$ cat config.mk
export PLATFORM = sky130hd
export DESIGN_NAME = strip_hit_clusterizer_flat
export DESIGN_NICKNAME = d
export VERILOG_FILES = /design/src/hdl/shc_pkg.sv /design/src/hdl/shc_if.sv /design/src/hdl/shc_div.sv /design/src/hdl/strip_hit_clusterizer.sv /design/src/flat_wrapper.sv
export VERILOG_INCLUDE_DIRS = /design/src /design/src/hdl
export SDC_FILE = /design/constraint.sdc
export NUM_CORES = 1
export LEC_CHECK = 0
export ABC_AREA = 1
export BUFFER_PORTS_ARGS = -buffer_cell sky130_fd_sc_hd__buf_2
export CORE_ASPECT_RATIO = 1.25
export CORE_MARGIN = 2
export CORE_UTILIZATION = 58
export CTS_CLUSTER_DIAMETER = 150
export DETAILED_ROUTE_END_ITERATION = 10
export HOLD_SLACK_MARGIN = 0.03
export PLACE_DENSITY = 0.81
export SETUP_SLACK_MARGIN = 0.3
export SYNTH_ARGS = -nofsm -noshare
export SYNTH_HDL_FRONTEND = slang
export SYNTH_SLANG_ARGS = --single-unit
export TNS_END_PERCENT = 100
$ cat constraint.sdc
create_clock -name clk_i -period 6.1 [get_ports clk_i]
set_input_delay 0.305 -clock clk_i [delete_from_list [all_inputs] [get_ports clk_i]]
set_output_delay 0.305 -clock clk_i [all_outputs]
set_load 0.01 [all_outputs]
$ cat src/hdl/strip_hit_clusterizer_assert.svh
// Assertion helpers shared by the clusterizer modules.
// Each expects clk_i and rst_ni in the scope where it is used.
`ifndef STRIP_HIT_CLUSTERIZER_ASSERT_SVH
`define STRIP_HIT_CLUSTERIZER_ASSERT_SVH

`ifndef SYNTHESIS

// Same-cycle implication
`define SHC_ASSERT_IMP(lbl, ante, cons, msg) \
  lbl: assert property (@(posedge clk_i) disable iff (!rst_ni) (ante) |-> (cons)) \
    else $error(msg);

// Next-cycle implication
`define SHC_ASSERT_NXT(lbl, ante, cons, msg) \
  lbl: assert property (@(posedge clk_i) disable iff (!rst_ni) (ante) |=> (cons)) \
    else $error(msg);

`else

`define SHC_ASSERT_IMP(lbl, ante, cons, msg)
`define SHC_ASSERT_NXT(lbl, ante, cons, msg)

`endif

`endif

$ cat src/hdl/shc_pkg.sv
package shc_pkg;

  // Field widths of the input word
  localparam int unsigned STRIP_IN_W = 10;
  localparam int unsigned CHARGE_W   = 10;
  localparam int unsigned TIME_W     = 8;

  // Field widths of the cluster word
  localparam int unsigned SIZE_W  = 6;
  localparam int unsigned SUM_W   = 16;
  localparam int unsigned POS_W   = 18;
  localparam int unsigned CTIME_W = 16;

  // Fixed point fraction of position and time
  localparam int unsigned FRAC_BITS = 8;

  // Saturation limits
  localparam int unsigned SIZE_SAT   = 63;
  localparam int unsigned POS_SAT    = 262143;
  localparam int unsigned CTIME_SAT  = 65535;

  // Divider step counter, covers up to 31 quotient bits
  localparam int unsigned DIV_STEP_W = 5;

  // Sequencer states
  typedef enum logic [2:0] {
    ST_IDLE,
    ST_CHECK,
    ST_POS_GO,
    ST_POS_WAIT,
    ST_TIM_GO,
    ST_TIM_WAIT,
    ST_PUSH,
    ST_UPDATE
  } shc_state_e;

  // Divider start request
  typedef struct packed {
    logic                  start;
    logic [DIV_STEP_W-1:0] steps;
    logic [SUM_W-1:0]      divisor;
    logic [SUM_W-1:0]      rem_init;
  } shc_div_req_t;

endpackage

$ cat src/hdl/shc_if.sv
// Strip hit word channel
interface shc_hit_if import shc_pkg::*; ();
  logic                  valid;
  logic                  ready;
  logic [STRIP_IN_W-1:0] strip_number;
  logic [CHARGE_W-1:0]   strip_charge;
  logic [TIME_W-1:0]     strip_time;
  logic                  last_strip;

  modport source (output valid, strip_number, strip_charge, strip_time, last_strip,
                  input ready);
  modport sink   (input valid, strip_number, strip_charge, strip_time, last_strip,
                  output ready);
endinterface

// Cluster word channel
interface shc_cluster_if import shc_pkg::*; ();
  logic               valid;
  logic               ready;
  logic [SIZE_W-1:0]  cluster_size;
  logic [SUM_W-1:0]   cluster_charge;
  logic [POS_W-1:0]   cluster_position;
  logic [CTIME_W-1:0] cluster_time;
  logic               oversize;
  logic               last_of_board;

  modport source (output valid, cluster_size, cluster_charge, cluster_position,
                  cluster_time, oversize, last_of_board, input ready);
  modport sink   (input valid, cluster_size, cluster_charge, cluster_position,
                  cluster_time, oversize, last_of_board, output ready);
endinterface

// Threshold write channel
interface shc_cfg_if import shc_pkg::*; ();
  logic                valid;
  logic                ready;
  logic [CHARGE_W-1:0] charge_threshold;

  modport source (output valid, charge_threshold, input ready);
  modport sink   (input valid, charge_threshold, output ready);
endinterface

$ cat src/hdl/shc_div.sv
`include "strip_hit_clusterizer_assert.svh"

// Restoring divider, one quotient bit per cycle.
// The numerator arrives split: rem_init holds its upper part (already below the
// divisor), num_i holds the remaining bits left aligned. When done_o pulses the
// quotient sits in the low bits of quot_o, the bits above are zero.
module shc_div import shc_pkg::*; #(
  parameter int unsigned QuotW = 18
) (
  input  logic             clk_i,
  input  logic             rst_ni,
  input  shc_div_req_t     req_i,
  input  logic [QuotW-1:0] num_i,
  output logic             done_o,
  output logic [QuotW-1:0] quot_o
);

  logic                  busy_q, busy_d;
  logic                  done_q, done_d;
  logic [DIV_STEP_W-1:0] cnt_q, cnt_d;
  logic [SUM_W-1:0]      rem_q, rem_d;
  logic [SUM_W-1:0]      dvs_q, dvs_d;
  logic [QuotW-1:0]      sh_q, sh_d;

  logic [SUM_W:0] trial;
  logic [SUM_W:0] diff;
  logic           ge;

  // Trial subtract
  assign trial = {rem_q, sh_q[QuotW-1]};
  assign diff  = trial - {1'b0, dvs_q};
  assign ge    = (trial >= {1'b0, dvs_q});

  // Step control
  always_comb begin
    busy_d = busy_q;
    done_d = 1'b0;
    cnt_d  = cnt_q;
    rem_d  = rem_q;
    dvs_d  = dvs_q;
    sh_d   = sh_q;
    if (req_i.start) begin
      busy_d = 1'b1;
      cnt_d  = req_i.steps;
      rem_d  = req_i.rem_init;
      dvs_d  = req_i.divisor;
      sh_d   = num_i;
    end else if (busy_q) begin
      rem_d = ge ? diff[SUM_W-1:0] : trial[SUM_W-1:0];
      sh_d  = {sh_q[QuotW-2:0], ge};
      cnt_d = cnt_q - 1'b1;
      if (cnt_q == DIV_STEP_W'(1)) begin
        busy_d = 1'b0;
        done_d = 1'b1;
      end
    end
  end

  always_ff @(posedge clk_i or negedge rst_ni) begin
    if (!rst_ni) begin
      busy_q <= 1'b0;
      done_q <= 1'b0;
      cnt_q  <= '0;
    end else begin
      busy_q <= busy_d;
      done_q <= done_d;
      cnt_q  <= cnt_d;
    end
  end

  // Datapath, no reset
  always_ff @(posedge clk_i) begin
    rem_q <= rem_d;
    dvs_q <= dvs_d;
    sh_q  <= sh_d;
  end

  assign done_o = done_q;
  assign quot_o = sh_q;

  `SHC_ASSERT_IMP(a_rem_below_divisor, busy_q, rem_q < dvs_q, "divider remainder overflow")

endmodule

$ cat src/hdl/strip_hit_clusterizer.sv
// Strip hit clusterizer.
// hit_i takes one strip hit word per handshake (strip number, charge, time, end-of-list
// mark), strips of one board in ascending order. cfg_i writes the charge threshold; it
// is always ready; the user must write it only while the block is idle, which the
// block itself does not enforce. cluster_o delivers one word per closed cluster: size,
// charge sum, charge-weighted position and time (8 fraction bits), oversize flag and
// last-of-board mark. An item is taken only in the idle state. One shared restoring
// divider produces the position quotient (STRIP_BITS + 8 bits) and then the time
// quotient (16 bits) of each closed cluster, one bit per cycle. A counting hit that
// closes a cluster and also ends the list produces two words.
// The cluster word sits in an output register; the next item is accepted while it waits.
// If the receiver stalls, the block holds in its push step until the register frees up.
// Reset clears the threshold to 0, drops any open cluster and empties the output register.
module strip_hit_clusterizer import shc_pkg::*; #(
  parameter int unsigned MAX_CLUSTER = 32,
  parameter int unsigned STRIP_BITS  = 10
) (
  input  logic   clk_i,
  input  logic   rst_ni,
  shc_hit_if.sink       hit_i,
  shc_cluster_if.source cluster_o,
  shc_cfg_if.sink       cfg_i
);

  localparam int unsigned CNT_W     = $clog2(MAX_CLUSTER + 1);
  localparam int unsigned PPROD_W   = CHARGE_W + STRIP_BITS;
  localparam int unsigned TPROD_W   = CHARGE_W + TIME_W;
  localparam int unsigned PSUM_W    = PPROD_W + CNT_W;
  localparam int unsigned TSUM_W    = TPROD_W + CNT_W;
  localparam int unsigned POS_STEPS = STRIP_BITS + FRAC_BITS;
  localparam int unsigned TIM_STEPS = CTIME_W;
  localparam int unsigned QuotW     = (POS_STEPS > TIM_STEPS) ? POS_STEPS : TIM_STEPS;

  shc_state_e state_q, state_d;

  // Configuration
  logic [CHARGE_W-1:0] thr_q;

  // Latched hit
  logic [STRIP_BITS-1:0] strip_q;
  logic [CHARGE_W-1:0]   chg_in_q;
  logic [TIME_W-1:0]     tim_in_q;
  logic                  last_q;

  // Open cluster accumulators
  logic                  open_q, open_d;
  logic [STRIP_BITS-1:0] prev_q, prev_d;
  logic [CNT_W-1:0]      count_q, count_d;
  logic [SUM_W-1:0]      charge_q, charge_d;
  logic [PSUM_W-1:0]     psum_q, psum_d;
  logic [TSUM_W-1:0]     tsum_q, tsum_d;
  logic                  over_q, over_d;

  // Sequencing flags
  logic emit_last_q, emit_last_d;
  logic upd_done_q, upd_done_d;

  // Position quotient waiting for the time quotient
  logic [POS_W-1:0] pos_q;

  // Output register
  logic               ovalid_q;
  logic [SIZE_W-1:0]  osize_q;
  logic [SUM_W-1:0]   ocharge_q;
  logic [POS_W-1:0]   opos_q;
  logic [CTIME_W-1:0] otime_q;
  logic               oover_q;
  logic               olast_q;

  logic               hit_take;
  logic               counting;
  logic               adjacent;
  logic               out_free;
  logic               push_load;
  logic [PPROD_W-1:0] pprod;
  logic [TPROD_W-1:0] tprod;
  logic [SUM_W:0]     csum;
  logic [POS_W-1:0]   pos_clamp;
  logic [CTIME_W-1:0] time_clamp;

  shc_div_req_t     div_req;
  logic [QuotW-1:0] div_num;
  logic             div_done;
  logic [QuotW-1:0] div_quot;

  // Hit classification
  assign hit_take  = hit_i.valid && hit_i.ready;
  assign counting  = (chg_in_q > thr_q);
  assign adjacent  = open_q && ({1'b0, strip_q} == ({1'b0, prev_q} + (STRIP_BITS+1)'(1)));
  assign out_free  = !ovalid_q || cluster_o.ready;
  assign push_load = (state_q == ST_PUSH) && out_free;

  // Weight products
  assign pprod = PPROD_W'(chg_in_q) * PPROD_W'(strip_q);
  assign tprod = TPROD_W'(chg_in_q) * TPROD_W'(tim_in_q);
  assign csum  = {1'b0, charge_q} + (SUM_W+1)'(chg_in_q);

  // Next state
  always_comb begin
    state_d = state_q;
    unique case (state_q)
      ST_IDLE: begin
        if (hit_take) state_d = ST_CHECK;
      end
      ST_CHECK: begin
        priority if (counting && (adjacent || !open_q)) state_d = ST_UPDATE;
        else if (open_q)                                 state_d = ST_POS_GO;
        else                                             state_d = ST_IDLE;
      end
      ST_POS_GO: state_d = ST_POS_WAIT;
      ST_POS_WAIT: begin
        if (div_done) state_d = ST_TIM_GO;
      end
      ST_TIM_GO: state_d = ST_TIM_WAIT;
      ST_TIM_WAIT: begin
        if (div_done) state_d = ST_PUSH;
      end
      ST_PUSH: begin
        if (out_free) state_d = (counting && !upd_done_q) ? ST_UPDATE : ST_IDLE;
      end
      ST_UPDATE: state_d = last_q ? ST_POS_GO : ST_IDLE;
      default:   state_d = ST_IDLE;
    endcase
  end

  // Handshake and divider requests
  always_comb begin
    hit_i.ready     = (state_q == ST_IDLE);
    cfg_i.ready     = 1'b1;
    div_req.start   = (state_q == ST_POS_GO) || (state_q == ST_TIM_GO);
    div_req.divisor = charge_q;
    if (state_q == ST_POS_GO) begin
      div_req.steps    = DIV_STEP_W'(POS_STEPS);
      div_req.rem_init = SUM_W'(psum_q >> STRIP_BITS);
      div_num = QuotW'({psum_q[STRIP_BITS-1:0], {FRAC_BITS{1'b0}}}) << (QuotW - POS_STEPS);
    end else begin
      div_req.steps    = DIV_STEP_W'(TIM_STEPS);
      div_req.rem_init = SUM_W'(tsum_q >> FRAC_BITS);
      div_num = QuotW'({tsum_q[FRAC_BITS-1:0], {FRAC_BITS{1'b0}}}) << (QuotW - TIM_STEPS);
    end
  end

  // Flags
  always_comb begin
    emit_last_d = emit_last_q;
    upd_done_d  = upd_done_q;
    if (hit_take) upd_done_d = 1'b0;
    if (state_q == ST_CHECK) emit_last_d = !counting && last_q;
    if (state_q == ST_UPDATE) begin
      upd_done_d  = 1'b1;
      emit_last_d = 1'b1;
    end
  end

  // Accumulator update
  always_comb begin
    open_d   = open_q;
    prev_d   = prev_q;
    count_d  = count_q;
    charge_d = charge_q;
    psum_d   = psum_q;
    tsum_d   = tsum_q;
    over_d   = over_q;
    if (push_load) begin
      open_d   = 1'b0;
      count_d  = '0;
      charge_d = '0;
      psum_d   = '0;
      tsum_d   = '0;
      over_d   = 1'b0;
    end else if (state_q == ST_UPDATE) begin
      prev_d = strip_q;
      if (adjacent) begin
        if (32'(count_q) >= MAX_CLUSTER) begin
          over_d = 1'b1;
        end else begin
          count_d  = count_q + CNT_W'(1);
          charge_d = csum[SUM_W] ? {SUM_W{1'b1}} : csum[SUM_W-1:0];
          psum_d   = psum_q + PSUM_W'(pprod);
          tsum_d   = tsum_q + TSUM_W'(tprod);
        end
      end else begin
        open_d   = 1'b1;
        count_d  = CNT_W'(1);
        charge_d = SUM_W'(chg_in_q);
        psum_d   = PSUM_W'(pprod);
        tsum_d   = TSUM_W'(tprod);
        over_d   = 1'b0;
      end
    end
  end

  // Quotient clamps
  assign pos_clamp  = (32'(div_quot) > POS_SAT) ? POS_W'(POS_SAT) : POS_W'(div_quot);
  assign time_clamp = (32'(div_quot) > CTIME_SAT) ? CTIME_W'(CTIME_SAT) : CTIME_W'(div_quot);

  // Control and accumulator registers
  always_ff @(posedge clk_i or negedge rst_ni) begin
    if (!rst_ni) begin
      state_q     <= ST_IDLE;
      thr_q       <= '0;
      open_q      <= 1'b0;
      prev_q      <= '0;
      count_q     <= '0;
      charge_q    <= '0;
      psum_q      <= '0;
      tsum_q      <= '0;
      over_q      <= 1'b0;
      emit_last_q <= 1'b0;
      upd_done_q  <= 1'b0;
      ovalid_q    <= 1'b0;
    end else begin
      state_q     <= state_d;
      open_q      <= open_d;
      prev_q      <= prev_d;
      count_q     <= count_d;
      charge_q    <= charge_d;
      psum_q      <= psum_d;
      tsum_q      <= tsum_d;
      over_q      <= over_d;
      emit_last_q <= emit_last_d;
      upd_done_q  <= upd_done_d;
      if (cfg_i.valid) thr_q <= cfg_i.charge_threshold;
      if (push_load) ovalid_q <= 1'b1;
      else if (cluster_o.ready) ovalid_q <= 1'b0;
    end
  end

  // Payload registers
  always_ff @(posedge clk_i) begin
    if (hit_take) begin
      strip_q  <= STRIP_BITS'(hit_i.strip_number);
      chg_in_q <= hit_i.strip_charge;
      tim_in_q <= hit_i.strip_time;
      last_q   <= hit_i.last_strip;
    end
    if ((state_q == ST_POS_WAIT) && div_done) pos_q <= pos_clamp;
    if (push_load) begin
      osize_q   <= (32'(count_q) > SIZE_SAT) ? SIZE_W'(SIZE_SAT) : SIZE_W'(count_q);
      ocharge_q <= charge_q;
      // empty charge sum gives a zero centroid
      opos_q    <= (charge_q == '0) ? '0 : pos_q;
      otime_q   <= (charge_q == '0) ? '0 : time_clamp;
      oover_q   <= over_q;
      olast_q   <= emit_last_q;
    end
  end

  assign cluster_o.valid            = ovalid_q;
  assign cluster_o.cluster_size     = osize_q;
  assign cluster_o.cluster_charge   = ocharge_q;
  assign cluster_o.cluster_position = opos_q;
  assign cluster_o.cluster_time     = otime_q;
  assign cluster_o.oversize         = oover_q;
  assign cluster_o.last_of_board    = olast_q;

  // Shared divider
  shc_div #(
    .QuotW (QuotW)
  ) u_div (
    .clk_i  (clk_i),
    .rst_ni (rst_ni),
    .req_i  (div_req),
    .num_i  (div_num),
    .done_o (div_done),
    .quot_o (div_quot)
  );

  `SHC_ASSERT_IMP(a_done_in_wait, div_done, (state_q == ST_POS_WAIT) || (state_q == ST_TIM_WAIT), "divider done outside wait")
  `SHC_ASSERT_IMP(a_count_range, open_q, (count_q != '0) && (32'(count_q) <= MAX_CLUSTER), "strip count out of range")
  `SHC_ASSERT_IMP(a_closed_empty, !open_q, (count_q == '0) && (charge_q == '0) && !over_q, "closed cluster not cleared")
  `SHC_ASSERT_NXT(a_push_valid, push_load, ovalid_q, "pushed word not presented")

endmodule
$ cat src/flat_wrapper.sv
// flat-port wrapper written by rule: the top's interface ports become plain ports
module strip_hit_clusterizer_flat import shc_pkg::*;
#(
  parameter int unsigned MAX_CLUSTER = 32,
  parameter int unsigned STRIP_BITS  = 10
)
  (clk_i, rst_ni, hit_i_valid, hit_i_strip_number, hit_i_strip_charge, hit_i_strip_time, hit_i_last_strip, hit_i_ready, cluster_o_valid, cluster_o_cluster_size, cluster_o_cluster_charge, cluster_o_cluster_position, cluster_o_cluster_time, cluster_o_oversize, cluster_o_last_of_board, cluster_o_ready, cfg_i_valid, cfg_i_charge_threshold, cfg_i_ready);
  shc_hit_if hit_i_i ();
  shc_cluster_if cluster_o_i ();
  shc_cfg_if cfg_i_i ();
  input  logic clk_i;
  input  logic rst_ni;
  input wire logic [$bits(hit_i_i.valid)-1:0] hit_i_valid;
  input wire logic [$bits(hit_i_i.strip_number)-1:0] hit_i_strip_number;
  input wire logic [$bits(hit_i_i.strip_charge)-1:0] hit_i_strip_charge;
  input wire logic [$bits(hit_i_i.strip_time)-1:0] hit_i_strip_time;
  input wire logic [$bits(hit_i_i.last_strip)-1:0] hit_i_last_strip;
  output wire logic [$bits(hit_i_i.ready)-1:0] hit_i_ready;
  output wire logic [$bits(cluster_o_i.valid)-1:0] cluster_o_valid;
  output wire logic [$bits(cluster_o_i.cluster_size)-1:0] cluster_o_cluster_size;
  output wire logic [$bits(cluster_o_i.cluster_charge)-1:0] cluster_o_cluster_charge;
  output wire logic [$bits(cluster_o_i.cluster_position)-1:0] cluster_o_cluster_position;
  output wire logic [$bits(cluster_o_i.cluster_time)-1:0] cluster_o_cluster_time;
  output wire logic [$bits(cluster_o_i.oversize)-1:0] cluster_o_oversize;
  output wire logic [$bits(cluster_o_i.last_of_board)-1:0] cluster_o_last_of_board;
  input wire logic [$bits(cluster_o_i.ready)-1:0] cluster_o_ready;
  input wire logic [$bits(cfg_i_i.valid)-1:0] cfg_i_valid;
  input wire logic [$bits(cfg_i_i.charge_threshold)-1:0] cfg_i_charge_threshold;
  output wire logic [$bits(cfg_i_i.ready)-1:0] cfg_i_ready;
  assign hit_i_i.valid = hit_i_valid;
  assign hit_i_i.strip_number = hit_i_strip_number;
  assign hit_i_i.strip_charge = hit_i_strip_charge;
  assign hit_i_i.strip_time = hit_i_strip_time;
  assign hit_i_i.last_strip = hit_i_last_strip;
  assign hit_i_ready = hit_i_i.ready;
  assign cluster_o_valid = cluster_o_i.valid;
  assign cluster_o_cluster_size = cluster_o_i.cluster_size;
  assign cluster_o_cluster_charge = cluster_o_i.cluster_charge;
  assign cluster_o_cluster_position = cluster_o_i.cluster_position;
  assign cluster_o_cluster_time = cluster_o_i.cluster_time;
  assign cluster_o_oversize = cluster_o_i.oversize;
  assign cluster_o_last_of_board = cluster_o_i.last_of_board;
  assign cluster_o_i.ready = cluster_o_ready;
  assign cfg_i_i.valid = cfg_i_valid;
  assign cfg_i_i.charge_threshold = cfg_i_charge_threshold;
  assign cfg_i_ready = cfg_i_i.ready;
  strip_hit_clusterizer #(.MAX_CLUSTER(MAX_CLUSTER), .STRIP_BITS(STRIP_BITS)) u_core (.clk_i(clk_i), .rst_ni(rst_ni), .hit_i(hit_i_i), .cluster_o(cluster_o_i), .cfg_i(cfg_i_i));
endmodule
* Word level (Yosys, flattened, before mapping) *
Index checks and enable logic that the tools add are counted.

storage, ports and cells
  word-level logic and storage cells = 141
  register bits = 262
  bits of input ports = 44

cells by class
  $mul = 2
  order comparisons = 4
  bitwise operators = 1
  mux-type cells = 56
  equality and inequality tests = 16
  reduce and logical (&&, ||, !) cells = 26
  add/sub/neg operators = 7

operators with widths
  operator                                                                 number
  16-bit two-way mux                                                       10
  26-bit two-way mux                                                       4
  24-bit two-way mux                                                       4
  18-bit two-way mux                                                       3
  26-bit by 20-bit adder with 26-bit output                                1
  24-bit by 18-bit adder with 24-bit output                                1
  6-bit two-way mux                                                        4
  3-bit one-hot mux with 8 select lines                                    1
  10-bit by 10-bit multiplier with 20-bit output                           1
  1-bit two-way mux                                                        19
  18-bit by 16-bit > comparator with 1-bit output (second input constant)  1
  10-bit by 8-bit multiplier with 18-bit output                            1
  3-bit two-way mux                                                        6
  16-bit by 10-bit adder with 17-bit output                                1
  17-bit by 16-bit >= comparator with 1-bit output                         1
  16-bit logical NOT                                                       1
  16-bit subtractor                                                        1
  3-bit equality test (second input constant)                              4
  10-bit by 1-bit adder with 11-bit output (second input constant)         1
  10-bit by 11-bit equality test with 1-bit output                         1
  10-bit > comparator                                                      1
  5-bit two-way mux                                                        2
  2-bit nonzero test                                                       5
  2-bit inequality test (second input constant)                            4
  other kinds (16)                                                         34

* Longest topological paths before layout *
  word-level depth = 7
  depth in mapped cells = 37

* Modules after synthesis *
From an unflattened synthesis, not the netlist that was laid out.

unflattened totals
  cells, all modules = 3145
  area, all modules = 23009.6 um^2

by module, submodules not included
  module                 seq. area each (um^2)  instances  cells each  area each (um^2)
  strip_hit_clusterizer  5655.4                 1          2686        19386.1
  shc_div                1676.6                 1          459         3623.5

* Least setup slack after synthesis *
Ideal clock, no wire load.

  path kind = reg2reg
  start = register u_core.chg_in_q[5]
  end = register u_core.psum_q[16]
  data arrival time = 5.986 ns
  setup slack = -0.019 ns
  period minus slack after synthesis = 6.119 ns
  stages on the path, launching flop included = 36
  path through = edfxtp_1 > clkbuf_1 > clkbuf_1 > nand2_1 > fa_1 > inv_1 > fa_1 > inv_1 > fa_1 > inv_1 > fa_1 > inv_1 > fa_1 > inv_1 > ha_1 > nand2_1 > nor2_1 > nand3_1 > nand3_1 > nand2_1 > nand2_1 > nand2_1 > nand2_1 > inv_1 > ha_1 > nand2_1 > nor2_1 > inv_1 > nor3_1 > nand2_1 > nand2_1 > nand2_1 > nand2_1 > nand3_1 > nand3_1 > o21ai_0

between the ends
  cells in the longest elaborated chain, start to end = 6

ends and longest elaborated chain
  item                                              RTL line                      text
  start: declaration                                strip_hit_clusterizer.sv:41   logic [CHARGE_W-1:0] chg_in_q;
  start signal: assignment                          strip_hit_clusterizer.sv:233  chg_in_q <= hit_i.strip_charge;
  10-bit by 10-bit multiplier with 20-bit output *  strip_hit_clusterizer.sv:94   assign pprod = PPROD_W'(chg_in_q) * PPROD_W'(strip_q);
  26-bit by 20-bit adder with 26-bit output         strip_hit_clusterizer.sv:179  psum_d = psum_q + PSUM_W'(pprod);
  26-bit two-way mux                                strip_hit_clusterizer.sv:174  if (32'(count_q) >= MAX_CLUSTER) begin
  26-bit two-way mux *                              strip_hit_clusterizer.sv:173  if (adjacent) begin
  26-bit two-way mux *                              strip_hit_clusterizer.sv:171  end else if (state_q == ST_UPDATE) begin
  26-bit two-way mux *                              strip_hit_clusterizer.sv:164  if (push_load) begin
  end signal: assignment                            strip_hit_clusterizer.sv:218  psum_q <= psum_d;
  end: declaration                                  strip_hit_clusterizer.sv:50   logic [PSUM_W-1:0] psum_q, psum_d;

Every way passes the cells marked *; elsewhere a longest branch is shown, timed or not. The select of a mux whose other input is x is not followed.
A chain may end at the register's enable or synchronous reset.

* Worst setup path in the final report *
  start = register u_core.strip_q[1]
  end = register u_core.psum_q[18]

between the ends
  cells in the longest elaborated chain, start to end = 6
  elaborated cells between the ends (all ways) = 10

ends and longest elaborated chain
  item                                            RTL line                      text
  start: declaration                              strip_hit_clusterizer.sv:40   logic [STRIP_BITS-1:0] strip_q;
  start signal: assignment                        strip_hit_clusterizer.sv:232  strip_q <= STRIP_BITS'(hit_i.strip_number);
  10-bit by 10-bit multiplier with 20-bit output  strip_hit_clusterizer.sv:94
  26-bit by 20-bit adder with 26-bit output       strip_hit_clusterizer.sv:179
  26-bit two-way mux                              strip_hit_clusterizer.sv:174
  26-bit two-way mux                              strip_hit_clusterizer.sv:173
  26-bit two-way mux                              strip_hit_clusterizer.sv:171
  26-bit two-way mux                              strip_hit_clusterizer.sv:164

Parallel ways exist; a longest one is shown, timed or not. The select of a mux whose other input is x is not followed.

==> flow_summary.toml <==
[die]
die_x_microns = 181
coreArea_sq_mm = 0.0389
die-area_sq_mm = 0.0408
die-height_microns = 225
start_util_pct = 58.4
rows = 81
io_pins = 105

[place]
dp_cells = 3709
place_congestion = 0.978
dp_hpwl_microns = 49400
io_buffers = 103

[synth]
synth_cell_types = 42
synth_edf_count = 155
synth_compound_area_share_pct = 6.25
synthDominantCellAreaShare_pct = 20.5
synth_most_common_cell = "nand2_1"
synth_area_sq_mm = 0.0227
syn_avg_cell_area_sq_um = 7.35
synth-main-ff-cell = "edfxtp_1"
synth_common_cells = "974 x nand2_1, 578 x inv_1, 223 x nor2_1"
synth_fp_nets = 3424
synth_top_family_by_area = "simple AND/OR/NAND/NOR gates"
synth_seq_area_share_pct = 32.3
async_reset_ff_share_pct = 40.8
ys_warn_count = 0
synth_cells = 3093
synth_area_leaders = "edfxtp_1 20%, nand2_1 16%, dfrtp_1 12%, fa_1 10%, inv_1 9.5%"
yosys.area_share.simple_pct = 27.4
synth-seq-cells = 262
netlist.top_cell.by_area = "edfxtp_1"
synth_fa_ha_area_share_pct = 19.6
synth_xor_area_share_pct = 2.81
synthMuxAreaShare_pct = 0.0495

[timing]
finalSetupViolCount = 0
finalSetupTns_ns = 0
fin_skew_ns = 0.0223
rsz0062_at_grt = "true"
whs_ns = 0.0563
worst_pin_slew_ns = 1.11
maxSlewViolCount = 0
finalHoldViolCount = 0
relSlewSlack_pct = 25.5
period_minus_slack_ns = 5.94
finalCritPeriodShare_pct = 97.3
fmax_mhz = 168

[grt]
antenna_found_initial = 0
grt_max_degree = 73
grt_pass1_wl_microns = 107000
grtUsageTotal_pct = 33.0
gr-total-overflow = 0
first_global_vias = 21000

[worst_setup_path]
cp_common_cell = "fa_1"
arrival_ns = 6.44
rr_endpoint = "u_core.psum_q[18]"
crit_required_ns = 6.60
rrSetupSlack_ns = 0.16
cp_max_fo = 5
worstRegToRegCells = 32
reg2reg_from = "u_core.strip_q[1]"
endpoint_kind = "flip-flop"
crit_type = "flip-flop to flip-flop"
startpoint_type = "flip-flop"
cp_slowest_cell = "fa_1"
critical_path.max_stage_delay_ns = 0.52

[cts]
root_buffer = "clkbuf_16"
h-tree-depth = 1
clkLatencyLatePin_ns = 0.60
tritoncts = "built"
cts_max_path_buffers = 3
clkTransAtPathRegs_ns = 0.06
clock-sinks = 262
cts_made_buffers = 29

[layout]
antenna_cells = 0
nets = 3661
postLayoutCoreUtil_pct = 71.2
fin_cells = 3851
drive_gt1_share_pct = 18.6
areaGrowthSynthToFinish_pct = 21.8

[detailed_routing]
drt_iter0_markers = 1537
ant_nets = 0
drt-wirelength-per-cell_microns = 17.6
drc = 0
wl_microns = 67900
avgViaCountPerCell = 5.49
first_pass_iters = 6
vias = 21100

[job]
max_cap_violations = 0

[min_path]
hold_path.class = "input port to flip-flop"
hp-start = "cluster_o_ready"
whs_path_depth = 4
hold_end = "u_core.cluster_o.valid"

[run_status]
status = "finished clean"
## placed cells by master, fill, tap and decap left out, types with 39 or more instances in the layout
| cell type | n |
|---|---|
| ha_4 | 39 |
| nand2_2 | 71 |
| fa_1 | 111 |
| nand2_1 | 878 |
| nand3_1 | 191 |
| inv_2 | 40 |
| buf_2 | 102 |
| dfrtp_1 | 107 |
| edfxtp_1 | 155 |
| nor2_1 | 184 |
| nand4_1 | 39 |
| inv_1 | 540 |
| ha_1 | 134 |
| a21oi_1 | 86 |
| dlygate4sd3_1 | 40 |
| o21ai_0 | 89 |
| buf_4 | 144 |
## layout make-up
cell class,instances,area [sq um]
timing repair buffer,309,2270
inverter,587,2210
clock buffer,31,733
tap,498,623
fill,3091,11200
clock inverter,23,241
sequential,262,7330
multi-input combinational,2141,14300
## registers in the layout, indices dropped and copies added, names as in the netlist, 5 cells and up
register,flops
u_core.cluster_o.cluster_position,18
u_core.strip_q,10
u_core.charge_q,16
u_core.psum_q,26
u_core.prev_q,10
u_core.count_q,6
u_core.tim_in_q,8
u_core.u_div.cnt_q,5
u_core.thr_q,10
u_core.cluster_o.cluster_time,16
u_core.cluster_o.cluster_charge,16
u_core.u_div.dvs_q,16
u_core.pos_q,18
u_core.u_div.rem_q,16
u_core.tsum_q,24
u_core.u_div.quot_o,18
u_core.cluster_o.cluster_size,6
u_core.chg_in_q,10
## through the flow
step           setup slack [ns]  instance area (sq um)
5_1_grt                 -0.0854                  27700
3_5_place_dp             -0.179                  24400
3_3_place_gp             -0.189                  24400
6_report                  0.165                  27700
2_1_floorplan             0.340                  22800
4_1_cts                   0.283                  26800
## timing repair
action / in CTS / in global routing
endpoints found under the hold margin: 89 / 1
hold buffers: 39 / 1
buffers inserted: 32 / 16
setup endpoints to repair: 29 / 34
resized for setup: 204 / 196
pin swaps: 76 / 91
## worst max path at each step
stage / to / start / depth (start not counted) / slack [ns]
2_1_floorplan: u_core.psum_q[16] / u_core.chg_in_q[0] / 33 / 0.34
3_3_place_gp: u_core.psum_q[20] / u_core.strip_q[9] / 30 / -0.19
5_1_grt: u_core.psum_q[21] / u_core.chg_in_q[6] / 32 / -0.09
3_5_place_dp: u_core.psum_q[20] / u_core.strip_q[9] / 30 / -0.18
4_1_cts: u_core.psum_q[20] / u_core.strip_q[6] / 30 / 0.28
6_report: u_core.psum_q[18] / u_core.strip_q[1] / 32 / 0.16
## routing by layer
layer	track usage [%]	wire, microns	up-vias
met3	3.88	4160	221
met5	0	0	-
met4	16.5	3740	0
li1	-	-	10100
met1	38.3	25700	9985
met2	60.4	34300	817
## cell families after synthesis
logic type | count (synthesis)
AO/OA/AOI/OAI | 269
XOR/XNOR | 73
adder cells (fa/ha/maj) | 287
buffers and inverters | 690
flip-flops | 262
multiplexers | 1
other | 1
AND/OR/NAND/NOR | 1510
## critical path, delay by kind of cell, from the launching register on
| kind | cells | cell delay, ns |
|---|---|---|
| adder cells (fa/ha/maj) | 7 | 3.04 |
| AO/OA/AOI/OAI | 2 | 0.32 |
| AND/OR/NAND/NOR | 13 | 1.16 |
| flip-flops | 1 | 0.47 |
| buffers and inverters | 10 | 0.81 |
Power is not shown: default switching activity piles up to over one toggle a cycle in this logic, so the estimate is an artifact.
